===== src/rtl/updq_pkg.sv =====
// updq_pkg: shared types and constants for the udp port demux queues
// no dependencies
`default_nettype none
package updq_pkg;
   localparam int SOCKET_SLOTS = 8;
   localparam int RING_DEPTH   = 4;
   localparam int DATAGRAM_MAX = 1472;
   localparam int CAPTURE_MAX  = 1024;
   localparam int SLOT_W  = $clog2(SOCKET_SLOTS) > 0 ? $clog2(SOCKET_SLOTS) : 1;
   localparam int RING_W  = $clog2(RING_DEPTH) > 0 ? $clog2(RING_DEPTH) : 1;
   localparam int CNT_W   = $clog2(RING_DEPTH + 1);
   localparam int ENTRIES = SOCKET_SLOTS * RING_DEPTH;
   localparam int ENTRY_W = $clog2(ENTRIES) > 0 ? $clog2(ENTRIES) : 1;
   localparam int LEN_W   = 11;
   localparam int ENT_DW  = 32 + 16 + LEN_W;
   localparam logic [15:0] EPHEMERAL_BASE = 16'd49152;
   localparam logic [15:0] HDR_LEN = 16'd8;

   typedef enum logic [2:0] {
      REQ_DELIVER = 3'd0, REQ_OPEN = 3'd1, REQ_BIND = 3'd2, REQ_CLOSE = 3'd3,
      REQ_RECEIVE = 3'd4, REQ_ARM = 3'd5, REQ_COLLECT = 3'd6, REQ_SENDTO = 3'd7
   } req_code_type;

   localparam logic [1:0] ST_OK = 2'd0, ST_FAIL = 2'd1, ST_EMPTY = 2'd2;

   // classified request handed from front to back
   typedef struct packed {
      logic [2:0]  code;
      logic [2:0]  sock;
      logic        short_seg;
      logic [15:0] payload;
      logic [15:0] dest_port;
      logic [15:0] origin_port;
      logic [31:0] src_ip;
      logic [15:0] port_value;
      logic [15:0] recv_cap;
   } cmd_type;

   typedef struct packed {
      logic [1:0]  status;
      logic        consumed;
      logic        queued;
      logic [2:0]  opened_slot;
      logic [10:0] data_len;
      logic [31:0] from_ip;
      logic [15:0] from_port;
      logic [15:0] source_port;
   } rsp_type;
endpackage
`default_nettype wire


===== src/rtl/updq_ram.sv =====
// updq_ram: generic single port write, single port registered read memory
// no dependencies
`default_nettype none
module updq_ram #(
   parameter int WIDTH = 8,
   parameter int DEPTH = 4,
   parameter int AW = $clog2(DEPTH) > 0 ? $clog2(DEPTH) : 1
) (
   input  wire logic             clock,
   input  wire logic             wr_en,
   input  wire logic [AW-1:0]    wr_addr,
   input  wire logic [WIDTH-1:0] wr_data,
   input  wire logic [AW-1:0]    rd_addr,
   output logic      [WIDTH-1:0] rd_data
);
   logic [WIDTH-1:0] mem_ff [DEPTH];
   always_ff @(posedge clock) begin
      if (wr_en) mem_ff[wr_addr] <= wr_data;
      rd_data <= mem_ff[rd_addr];
   end
endmodule
`default_nettype wire


===== src/rtl/updq_front.sv =====
// updq_front: accepts requests, computes payload length, holds a two entry queue
// depends on updq_pkg
`default_nettype none
module updq_front import updq_pkg::*; (
   input  wire logic        clock,
   input  wire logic        reset,
   input  wire logic        req_valid,
   output logic             req_stall,
   input  wire logic [2:0]  req_type,
   input  wire logic [2:0]  sock_index,
   input  wire logic [15:0] seg_len,
   input  wire logic [15:0] length_field,
   input  wire logic [15:0] dest_port,
   input  wire logic [15:0] origin_port,
   input  wire logic [31:0] src_ip,
   input  wire logic [15:0] port_value,
   input  wire logic [15:0] recv_cap,
   output logic             cmd_valid,
   output cmd_type          cmd,
   input  wire logic        cmd_take
);
   cmd_type q_ff [2];
   logic    wp_ff, rp_ff, wp_in, rp_in;
   logic [1:0] cnt_ff, cnt_in;
   cmd_type c;
   logic [15:0] dl;
   logic push;

   always_comb begin
      dl = length_field;
      if (length_field < HDR_LEN || length_field > seg_len) dl = seg_len;
      c.code = req_type; c.sock = sock_index;
      c.short_seg = seg_len < HDR_LEN;
      c.payload = dl - HDR_LEN;
      c.dest_port = dest_port; c.origin_port = origin_port; c.src_ip = src_ip;
      c.port_value = port_value; c.recv_cap = recv_cap;
   end

   assign req_stall = cnt_ff == 2'd2;
   assign push = req_valid && !req_stall;
   assign cmd_valid = cnt_ff != 2'd0;
   assign cmd = q_ff[rp_ff];
   assign wp_in = wp_ff ^ push;
   assign rp_in = rp_ff ^ cmd_take;
   assign cnt_in = cnt_ff + {1'b0, push} - {1'b0, cmd_take};

   always_ff @(posedge clock) begin
      if (reset) begin
         wp_ff <= 1'b0; rp_ff <= 1'b0; cnt_ff <= 2'd0;
      end else begin
         wp_ff <= wp_in; rp_ff <= rp_in; cnt_ff <= cnt_in;
      end
      if (push) q_ff[wp_ff] <= c;
   end
endmodule
`default_nettype wire


===== src/rtl/updq_back.sv =====
// updq_back: socket table, receive rings and capture slot; one command per cycle
// unless stalled, but none in a ring pop's S_READ; depends on updq_pkg, updq_ram
`default_nettype none
module updq_back import updq_pkg::*; (
   input  wire logic    clock,
   input  wire logic    reset,
   input  wire logic    cmd_valid,
   input  cmd_type      cmd,
   output logic         cmd_take,
   output logic         rsp_valid,
   input  wire logic    rsp_stall,
   output rsp_type      rsp
);
   typedef enum logic [1:0] { S_EXEC = 2'b01, S_READ = 2'b10 } state_type;
   state_type state_ff, state_in;

   logic [SOCKET_SLOTS-1:0] use_ff, use_in;
   logic [15:0] port_ff [SOCKET_SLOTS];
   logic [15:0] port_in [SOCKET_SLOTS];
   logic [RING_W-1:0] head_ff [SOCKET_SLOTS];
   logic [RING_W-1:0] head_in [SOCKET_SLOTS];
   logic [CNT_W-1:0]  cnt_ff [SOCKET_SLOTS];
   logic [CNT_W-1:0]  cnt_in [SOCKET_SLOTS];
   logic [15:0] eph_ff, eph_in;
   logic cap_arm_ff, cap_arm_in, cap_full_ff, cap_full_in;
   logic [15:0] cap_port_ff, cap_port_in;
   logic [31:0] cap_ip_ff, cap_ip_in;
   logic [10:0] cap_len_ff, cap_len_in;
   logic rv_ff, rv_in;
   rsp_type r_ff, r_in;
   logic [15:0] pcap_ff;

   logic we;
   logic [ENTRY_W-1:0] waddr, raddr;
   logic [ENT_DW-1:0] wdata, rdata;

   updq_ram #(.WIDTH(ENT_DW), .DEPTH(ENTRIES)) u_ring (
      .clock(clock), .wr_en(we), .wr_addr(waddr), .wr_data(wdata),
      .rd_addr(raddr), .rd_data(rdata));

   logic can_go, hit, valid, taken, found;
   logic [SLOT_W-1:0] hs, fs, si;
   logic [RING_W-1:0] pos;
   logic [10:0] rlen;

   assign can_go = !rv_ff || !rsp_stall;

   always_comb begin
      state_in = state_ff;
      use_in = use_ff; port_in = port_ff; head_in = head_ff; cnt_in = cnt_ff;
      eph_in = eph_ff; cap_arm_in = cap_arm_ff; cap_full_in = cap_full_ff;
      cap_port_in = cap_port_ff; cap_ip_in = cap_ip_ff; cap_len_in = cap_len_ff;
      rv_in = rv_ff && rsp_stall; r_in = r_ff;
      cmd_take = 1'b0; we = 1'b0; waddr = '0; raddr = '0; wdata = '0;
      hit = 1'b0; hs = '0; found = 1'b0; fs = '0; taken = 1'b0; pos = '0;
      si = cmd.sock[SLOT_W-1:0];
      valid = {29'd0, cmd.sock} < SOCKET_SLOTS;
      rlen = rdata[LEN_W-1:0];
      // first in-use slot matching port, and first free slot
      for (int i = SOCKET_SLOTS - 1; i >= 0; i--) begin
         if (use_ff[i] && port_ff[i] == cmd.dest_port) begin hit = 1'b1; hs = SLOT_W'(i); end
         if (!use_ff[i]) begin found = 1'b1; fs = SLOT_W'(i); end
         if (SLOT_W'(i) != si && use_ff[i] && cmd.port_value != 16'd0
             && port_ff[i] == cmd.port_value) taken = 1'b1;
      end
      unique case (state_ff)
         S_EXEC: if (cmd_valid && can_go) begin
            r_in = '0;
            unique case (cmd.code)
               REQ_DELIVER: begin
                  r_in.consumed = 1'b1;
                  if (!cmd.short_seg) begin
                     if (hit) begin
                        if (cnt_ff[hs] < CNT_W'(RING_DEPTH)) begin
                           pos = RING_W'((32'(head_ff[hs]) + 32'(cnt_ff[hs])) % RING_DEPTH);
                           we = 1'b1;
                           waddr = ENTRY_W'(32'(hs) * RING_DEPTH + 32'(pos));
                           wdata = {cmd.src_ip, cmd.origin_port,
                              (cmd.payload > 16'(DATAGRAM_MAX)) ? 11'(DATAGRAM_MAX)
                                                               : cmd.payload[10:0]};
                           cnt_in[hs] = cnt_ff[hs] + 1'b1;
                           r_in.queued = 1'b1;
                        end
                     end else if (cap_arm_ff && cmd.dest_port == cap_port_ff) begin
                        if (!cap_full_ff) begin
                           cap_len_in = (cmd.payload > 16'(CAPTURE_MAX)) ? 11'(CAPTURE_MAX)
                                                                         : cmd.payload[10:0];
                           cap_ip_in = cmd.src_ip; cap_full_in = 1'b1;
                           r_in.queued = 1'b1;
                        end
                     end else r_in.consumed = 1'b0;
                  end
               end
               REQ_OPEN: begin
                  r_in.status = ST_FAIL;
                  if (found) begin
                     use_in[fs] = 1'b1; port_in[fs] = '0; head_in[fs] = '0; cnt_in[fs] = '0;
                     r_in.opened_slot = 3'(fs); r_in.status = ST_OK;
                  end
               end
               REQ_BIND: begin
                  r_in.status = ST_FAIL;
                  if (valid && use_ff[si] && !taken) begin
                     port_in[si] = cmd.port_value; r_in.status = ST_OK;
                  end
               end
               REQ_CLOSE: if (valid) use_in[si] = 1'b0;
               REQ_RECEIVE: begin
                  if (!valid || !use_ff[si]) r_in.status = ST_FAIL;
                  else if (cnt_ff[si] == '0) r_in.status = ST_EMPTY;
                  else begin
                     raddr = ENTRY_W'(32'(si) * RING_DEPTH + 32'(head_ff[si]));
                     head_in[si] = RING_W'((32'(head_ff[si]) + 1) % RING_DEPTH);
                     cnt_in[si] = cnt_ff[si] - 1'b1;
                     state_in = S_READ;
                  end
               end
               REQ_ARM: begin
                  cap_port_in = cmd.port_value; cap_len_in = '0; cap_ip_in = '0;
                  cap_full_in = 1'b0; cap_arm_in = 1'b1;
               end
               REQ_COLLECT: begin
                  if (!cap_full_ff) r_in.status = ST_EMPTY;
                  else begin
                     r_in.data_len = ({5'd0, cap_len_ff} < cmd.recv_cap) ? cap_len_ff
                                                                         : cmd.recv_cap[10:0];
                     r_in.from_ip = cap_ip_ff; cap_arm_in = 1'b0;
                  end
               end
               REQ_SENDTO: begin
                  if (!valid || !use_ff[si]) r_in.status = ST_FAIL;
                  else if (port_ff[si] == '0) begin
                     port_in[si] = eph_ff;
                     eph_in = (eph_ff == 16'hFFFF) ? EPHEMERAL_BASE : eph_ff + 16'd1;
                     r_in.source_port = eph_ff;
                  end else r_in.source_port = port_ff[si];
               end
               default: ;
            endcase
            cmd_take = 1'b1;
            rv_in = state_in == S_EXEC;
         end
         S_READ: begin
            // entry read returns; result slot is already free
            r_in.data_len = ({5'd0, rlen} < pcap_ff) ? rlen : pcap_ff[10:0];
            r_in.from_ip = rdata[ENT_DW-1 -: 32];
            r_in.from_port = rdata[LEN_W +: 16];
            rv_in = 1'b1;
            state_in = S_EXEC;
         end
         default: state_in = S_EXEC;
      endcase
   end

   assign rsp_valid = rv_ff;
   assign rsp = r_ff;

   always_ff @(posedge clock) begin
      if (reset) begin
         state_ff <= S_EXEC; use_ff <= '0; eph_ff <= EPHEMERAL_BASE;
         cap_arm_ff <= 1'b0; cap_full_ff <= 1'b0; cap_port_ff <= '0;
         cap_ip_ff <= '0; cap_len_ff <= '0; rv_ff <= 1'b0;
         for (int i = 0; i < SOCKET_SLOTS; i++) begin
            port_ff[i] <= '0; head_ff[i] <= '0; cnt_ff[i] <= '0;
         end
      end else begin
         state_ff <= state_in; use_ff <= use_in; eph_ff <= eph_in;
         cap_arm_ff <= cap_arm_in; cap_full_ff <= cap_full_in; cap_port_ff <= cap_port_in;
         cap_ip_ff <= cap_ip_in; cap_len_ff <= cap_len_in; rv_ff <= rv_in;
         port_ff <= port_in; head_ff <= head_in; cnt_ff <= cnt_in;
      end
      r_ff <= r_in;
      if (cmd_take) pcap_ff <= cmd.recv_cap;
   end
endmodule
`default_nettype wire


===== src/rtl/udp_port_demux_queues_core.sv =====
// udp_port_demux_queues_core: top level, front queue plus socket back end
// depends on updq_pkg, updq_front, updq_back, updq_ram
// path: front queue, then back end result register; a ring pop also passes S_READ
// throughput: one request per cycle for most codes when rsp_stall is low; a receive
//   with data takes no new command in S_READ as the ring memory read is registered
// reset: synchronous, clears socket table, ring counters, capture slot and queue;
//   ring entry memory is not cleared, entries are written before they are read
`default_nettype none
module udp_port_demux_queues_core import updq_pkg::*; (
   input  wire logic        clock,
   input  wire logic        reset,
   input  wire logic        req_valid,
   output logic             req_stall,
   input  wire logic [2:0]  req_type,
   input  wire logic [2:0]  req_sock_index,
   input  wire logic [15:0] req_seg_len,
   input  wire logic [15:0] req_length_field,
   input  wire logic [15:0] req_dest_port,
   input  wire logic [15:0] req_origin_port,
   input  wire logic [31:0] req_src_ip,
   input  wire logic [15:0] req_port_value,
   input  wire logic [15:0] req_recv_cap,
   output logic             rsp_valid,
   input  wire logic        rsp_stall,
   output logic [1:0]       rsp_status,
   output logic             rsp_consumed,
   output logic             rsp_queued,
   output logic [2:0]       rsp_opened_slot,
   output logic [10:0]      rsp_data_len,
   output logic [31:0]      rsp_from_ip,
   output logic [15:0]      rsp_from_port,
   output logic [15:0]      rsp_source_port
);
   // classified commands waiting for the back end
   logic    cmd_valid, cmd_take;
   cmd_type cmd;
   rsp_type rsp;

   updq_front u_front (
      .clock(clock), .reset(reset), .req_valid(req_valid), .req_stall(req_stall),
      .req_type(req_type), .sock_index(req_sock_index), .seg_len(req_seg_len),
      .length_field(req_length_field), .dest_port(req_dest_port),
      .origin_port(req_origin_port), .src_ip(req_src_ip), .port_value(req_port_value),
      .recv_cap(req_recv_cap), .cmd_valid(cmd_valid), .cmd(cmd), .cmd_take(cmd_take));

   // socket table, rings and capture slot
   updq_back u_back (
      .clock(clock), .reset(reset), .cmd_valid(cmd_valid), .cmd(cmd),
      .cmd_take(cmd_take), .rsp_valid(rsp_valid), .rsp_stall(rsp_stall), .rsp(rsp));

   assign rsp_status      = rsp.status;
   assign rsp_consumed    = rsp.consumed;
   assign rsp_queued      = rsp.queued;
   assign rsp_opened_slot = rsp.opened_slot;
   assign rsp_data_len    = rsp.data_len;
   assign rsp_from_ip     = rsp.from_ip;
   assign rsp_from_port   = rsp.from_port;
   assign rsp_source_port = rsp.source_port;
endmodule
`default_nettype wire

===== config.mk =====
export PLATFORM = sky130hd
export DESIGN_NAME = udp_port_demux_queues_core
export DESIGN_NICKNAME = d
export VERILOG_FILES = /design/src/rtl/updq_pkg.sv /design/src/rtl/updq_ram.sv /design/src/rtl/updq_front.sv /design/src/rtl/updq_back.sv /design/src/rtl/udp_port_demux_queues_core.sv
export SDC_FILE = /design/constraint.sdc
export NUM_CORES = 2
export LEC_CHECK = 0
export ABC_AREA = 1
export BUFFER_PORTS_ARGS = -buffer_cell sky130_fd_sc_hd__clkbuf_2
export CORE_MARGIN = 5
export CORE_UTILIZATION = 55
export DETAILED_ROUTE_END_ITERATION = 7
export GPL_TIMING_DRIVEN = 0
export MAX_ROUTING_LAYER = met4
export PLACE_DENSITY = 0.71
export SYNTH_ARGS = -nofsm -noshare
export SYNTH_HDL_FRONTEND = slang
export SYNTH_HIERARCHICAL = 1
export SYNTH_SLANG_ARGS = --single-unit

===== constraint.sdc =====
create_clock -name clock -period 10.8 [get_ports clock]
set_clock_uncertainty 0.15 [all_clocks]
set_input_delay 1.08 -clock clock [delete_from_list [all_inputs] [get_ports clock]]
set_output_delay 1.08 -clock clock [all_outputs]
set_load 0.02 [all_outputs]

==> flow_summary.json <==
{
  "outcome": "finished with violations",
  "failed_checks": "DRC, capacitance limit, slew limit",
  "fin_total_pwr_mw": 26.4,
  "power.leakage_nw": 50.9,
  "via_count": 93158,
  "holdPathEnd": "u_front/q_ff[1][64]$_DFFE_PP_",
  "rows": 165,
  "drive_above_1_share": 0.121,
  "critPathBufInv": 7,
  "n_fill_cell": 15337,
  "htreeDepth": 5,
  "nNetsFinal": 11731,
  "ir_drop_mv": 0.223,
  "grt_max_degree": 61,
  "cp_data_arrival_time_ps": 10860,
  "gr-usage-all-layers": 0.458,
  "drc": 5,
  "reg2reg_from": "u_front/rp_ff$_SDFF_PP0_",
  "sw_frac_of_total": 0.330,
  "r2r_slack_ps": 420,
  "regArea_mm2": 0.0732,
  "worst_pin_slew_ps": 1590,
  "post-route-min-period_ps": 10380,
  "io_buffers": 221,
  "ys_ff_latch": 2543,
  "first_global_vias": 87807,
  "power_density_mw_per_mm2": 205,
  "cpPeakStageDelay_ps": 1100,
  "multi_input_area_mm2": 0.0343,
  "slowest_stage": "nor2_4",
  "path_clk_slew_ps": 60,
  "place.gp.congestion": 1.14,
  "drv_cap": 6,
  "cts-root-buf": "clkbuf_16",
  "detail-route-antenna-nets": 0,
  "dieArea_mm2": 0.213,
  "netlist_instances": 10888,
  "worst_slack_ps": 416,
  "first_pass_iters": 8,
  "crit_family": "simple AND/OR/NAND/NOR gates",
  "p_comb_frac": 0.223,
  "ys.flop_type": "edfxtp_1",
  "holdBufCountCts": 0,
  "cp-start-kind": "register",
  "grt_pass1_wl_mm": 659,
  "cts_buffer_depth": 4,
  "hold_depth": 1,
  "relSlewSlack": -0.0600,
  "internal_power_mw": 17.7,
  "crit_chain": "clkbuf_2 > clkbuf_1 > mux2_2 > buf_2 > inv_1 > nor2_1 > nor3_1 > nand3_1 > o21ai_0 > nor2_1 > nand3_1 > nand4_4 > clkbuf_1 > nor2_1 > nand3_1 > nor2_4 > buf_12 > buf_12",
  "synth.avg_cell_area_um2": 10.3,
  "globalRouteOverflowTotal": 0,
  "fin_setup_tns_ps": 0,
  "cts_tree": "done",
  "maxSlewViolCount": 69,
  "antenna_found_initial": 54,
  "cts.sinks": 2543,
  "synth_area_mm2": 0.112,
  "pwr-share-clk": 0.353,
  "dp_hpwl_mm": 340,
  "setup_viol": 0,
  "fmax_mhz": 96.3,
  "reg2reg_depth": 18,
  "final_util": 0.637,
  "core_area_mm2": 0.202,
  "yosysWarnings": 6,
  "die_width_um": 461,
  "drtIter0Drc": 15159,
  "cp.required_ps": 11280,
  "start_util": 0.553,
  "rsz0062_at_grt": "false",
  "r2r_end": "u_back/u_ring/mem_ff[27][21]$_DFFE_PP_",
  "yosys.cell_types.count": 64,
  "report.final.hold_viol_count": 0,
  "ys_seq_area_frac": 0.654,
  "synth_nets": 11074,
  "routed_wl_mm": 481,
  "hold_start": "req_origin_port[0]",
  "synth-async-reset-ratio": 0,
  "wl_per_cell_um": 33.1,
  "cts_buffers": 284,
  "end_kind": "register",
  "crit_fanout": 22,
  "hold_class": "input port to register",
  "die_h_um": 461,
  "p_switching_mw": 8.72,
  "insertion_delay_ps": 980,
  "post_drt_via_cell_ratio": 6.42,
  "ios": 222,
  "final_area_mm2": 0.129,
  "place_area_mm2": 0.120,
  "areaGrowthSynthToFinish_pct": 15.1,
  "seqPwrFrac": 0.423,
  "synth-edff-count": 2224,
  "dpl_worst_slack_ps": 567,
  "worstSetupPathType": "register to register",
  "fin_crit_sh": 0.961
}
routing by layer:
| metal | global-route usage | wire (um) |
|---|---|---|
| met5 | - | 0 |
| met4 | 0.374 | 51100 |
| met3 | 0.136 | 59100 |
| met2 | 0.672 | 211000 |
| met1 | 0.522 | 159000 |
registers in the layout (all words and copies together), names as in the netlist, 11 cells and up:
register,count
u_back/cap_ip_ff,32
u_back/cap_len_ff,11
u_back/cap_port_ff,16
u_back/cnt_ff,24
u_back/eph_ff,16
u_back/head_ff,16
u_back/pcap_ff,16
u_back/port_ff,128
u_back/rsp,82
u_back/u_ring/mem_ff,1888
u_back/u_ring/rd_data,59
u_front/q_ff,238
area by class of cell:
| cell class | count | share of cell area |
|---|---|---|
| clock inverter | 113 | 0.00898 |
| inverter | 503 | 0.0147 |
| clock buffer | 375 | 0.0591 |
| tap | 2672 | 0.0260 |
| multi-input combinational | 7203 | 0.266 |
| buffer | 639 | 0.0241 |
| antenna | 85 | 0.00165 |
| sequential | 2543 | 0.568 |
| timing repair buffer | 371 | 0.0316 |
power by group through the flow:
| stage | Sequential, mW | Clock (mW) | Combinational [mW] |
|---|---|---|---|
| floorplan | 11.5 | 0 | 2.58 |
| global placement | 11.4 | 0 | 5.40 |
| detailed placement | 11.4 | 0 | 5.54 |
| CTS | 11.2 | 9.35 | 5.56 |
| global route | 11.2 | 9.79 | 5.92 |
| finish | 11.2 | 9.34 | 5.90 |
cell usage in the layout (no fill, tap or decap), types with 34 or more instances in the layout:
cell type  netlist  routed
a21oi_1        278     275
a22oi_1         42      40
buf_1           37      36
buf_12           0      67
buf_2          292     293
buf_4           31      34
buf_6           28      35
buf_8            0      38
clkbuf_1       251     316
clkbuf_16        0     286
clkbuf_2         0     231
clkinv_2         0      37
dfxtp_1        319     319
diode_2          0      85
edfxtp_1      2224    2224
ha_1            48      46
inv_1          470     470
mux2_2         119     119
nand2_1       3593    3592
nand3_1       1598    1598
nand4_1         90      90
nor2_1         449     361
nor2_2           7      58
nor2_4           5      42
nor3_1         108     104
nor4_1          35      35
o21ai_0        300     300
o21ai_1         43      43
o22ai_1        163     163
xnor2_1         51      51
xor2_1          60      60
worst max path at each step:
| stage | cells past startpoint | from | endpoint | slack, ps |
|---|---|---|---|---|
| after floorplan | 12 | rsp_stall | u_back/u_ring/mem_ff[23][0]$_DFFE_PP_ | 2950 |
| after global placement | 20 | u_front/rp_ff$_SDFF_PP0_ | u_back/u_ring/mem_ff[2][24]$_DFFE_PP_ | -4690 |
| after detailed placement | 18 | u_front/rp_ff$_SDFF_PP0_ | u_back/u_ring/mem_ff[27][18]$_DFFE_PP_ | 570 |
| after CTS | 18 | u_front/rp_ff$_SDFF_PP0_ | u_back/u_ring/mem_ff[27][44]$_DFFE_PP_ | 390 |
| after global routing | 21 | u_front/rp_ff$_SDFF_PP0_ | u_back/u_ring/mem_ff[27][44]$_DFFE_PP_ | 710 |
| final | 18 | u_front/rp_ff$_SDFF_PP0_ | u_back/u_ring/mem_ff[27][21]$_DFFE_PP_ | 420 |
synth_stat cells (all sizes together), types with 16 or more instances:
master,n,share of area
dfxtp,319,0.057
o31ai,16,0.0011
a21oi,281,0.013
xor2,60,0.0047
inv,500,0.017
o221ai,17,0.0013
ha,48,0.0054
nor3,111,0.0051
o22ai,163,0.0091
a22oi,42,0.0028
nand3b,17,0.0011
nor2,461,0.016
nor4,35,0.0020
nand4,91,0.0051
mux2,119,0.012
nand2,3609,0.12
clkbuf,251,0.0084
o21ai,343,0.015
buf,388,0.019
xnor2,51,0.0040
nand3,1608,0.073
a22o,32,0.0025
edfxtp,2224,0.60
stage by stage:
step	hold WS, ps	instances
floorplan	290	10888
global placement	298	13781
detailed placement	307	13928
CTS	125	14416
global route	132	14486
finish	155	14504
timing repair:
action                                  in CTS  in global routing
resized for setup                            0                  1
buffers inserted                             0                  0
endpoints found under the setup margin       0                 73
endpoints found under the hold margin        0                  0
logic make-up after synthesis:
| family | count (synthesis) | synth area share |
|---|---|---|
| AOI/OAI and AO/OA | 958 | 0.0497 |
| xor gates and xnor gates | 111 | 0.00869 |
| adders and majority gates | 48 | 0.00537 |
| buffers and inverters | 1142 | 0.0445 |
| DFF | 2543 | 0.654 |
| muxes | 119 | 0.0120 |
| and+or+nand+nor | 5967 | 0.226 |
Note: power is estimated with default switching activity, not from simulation.
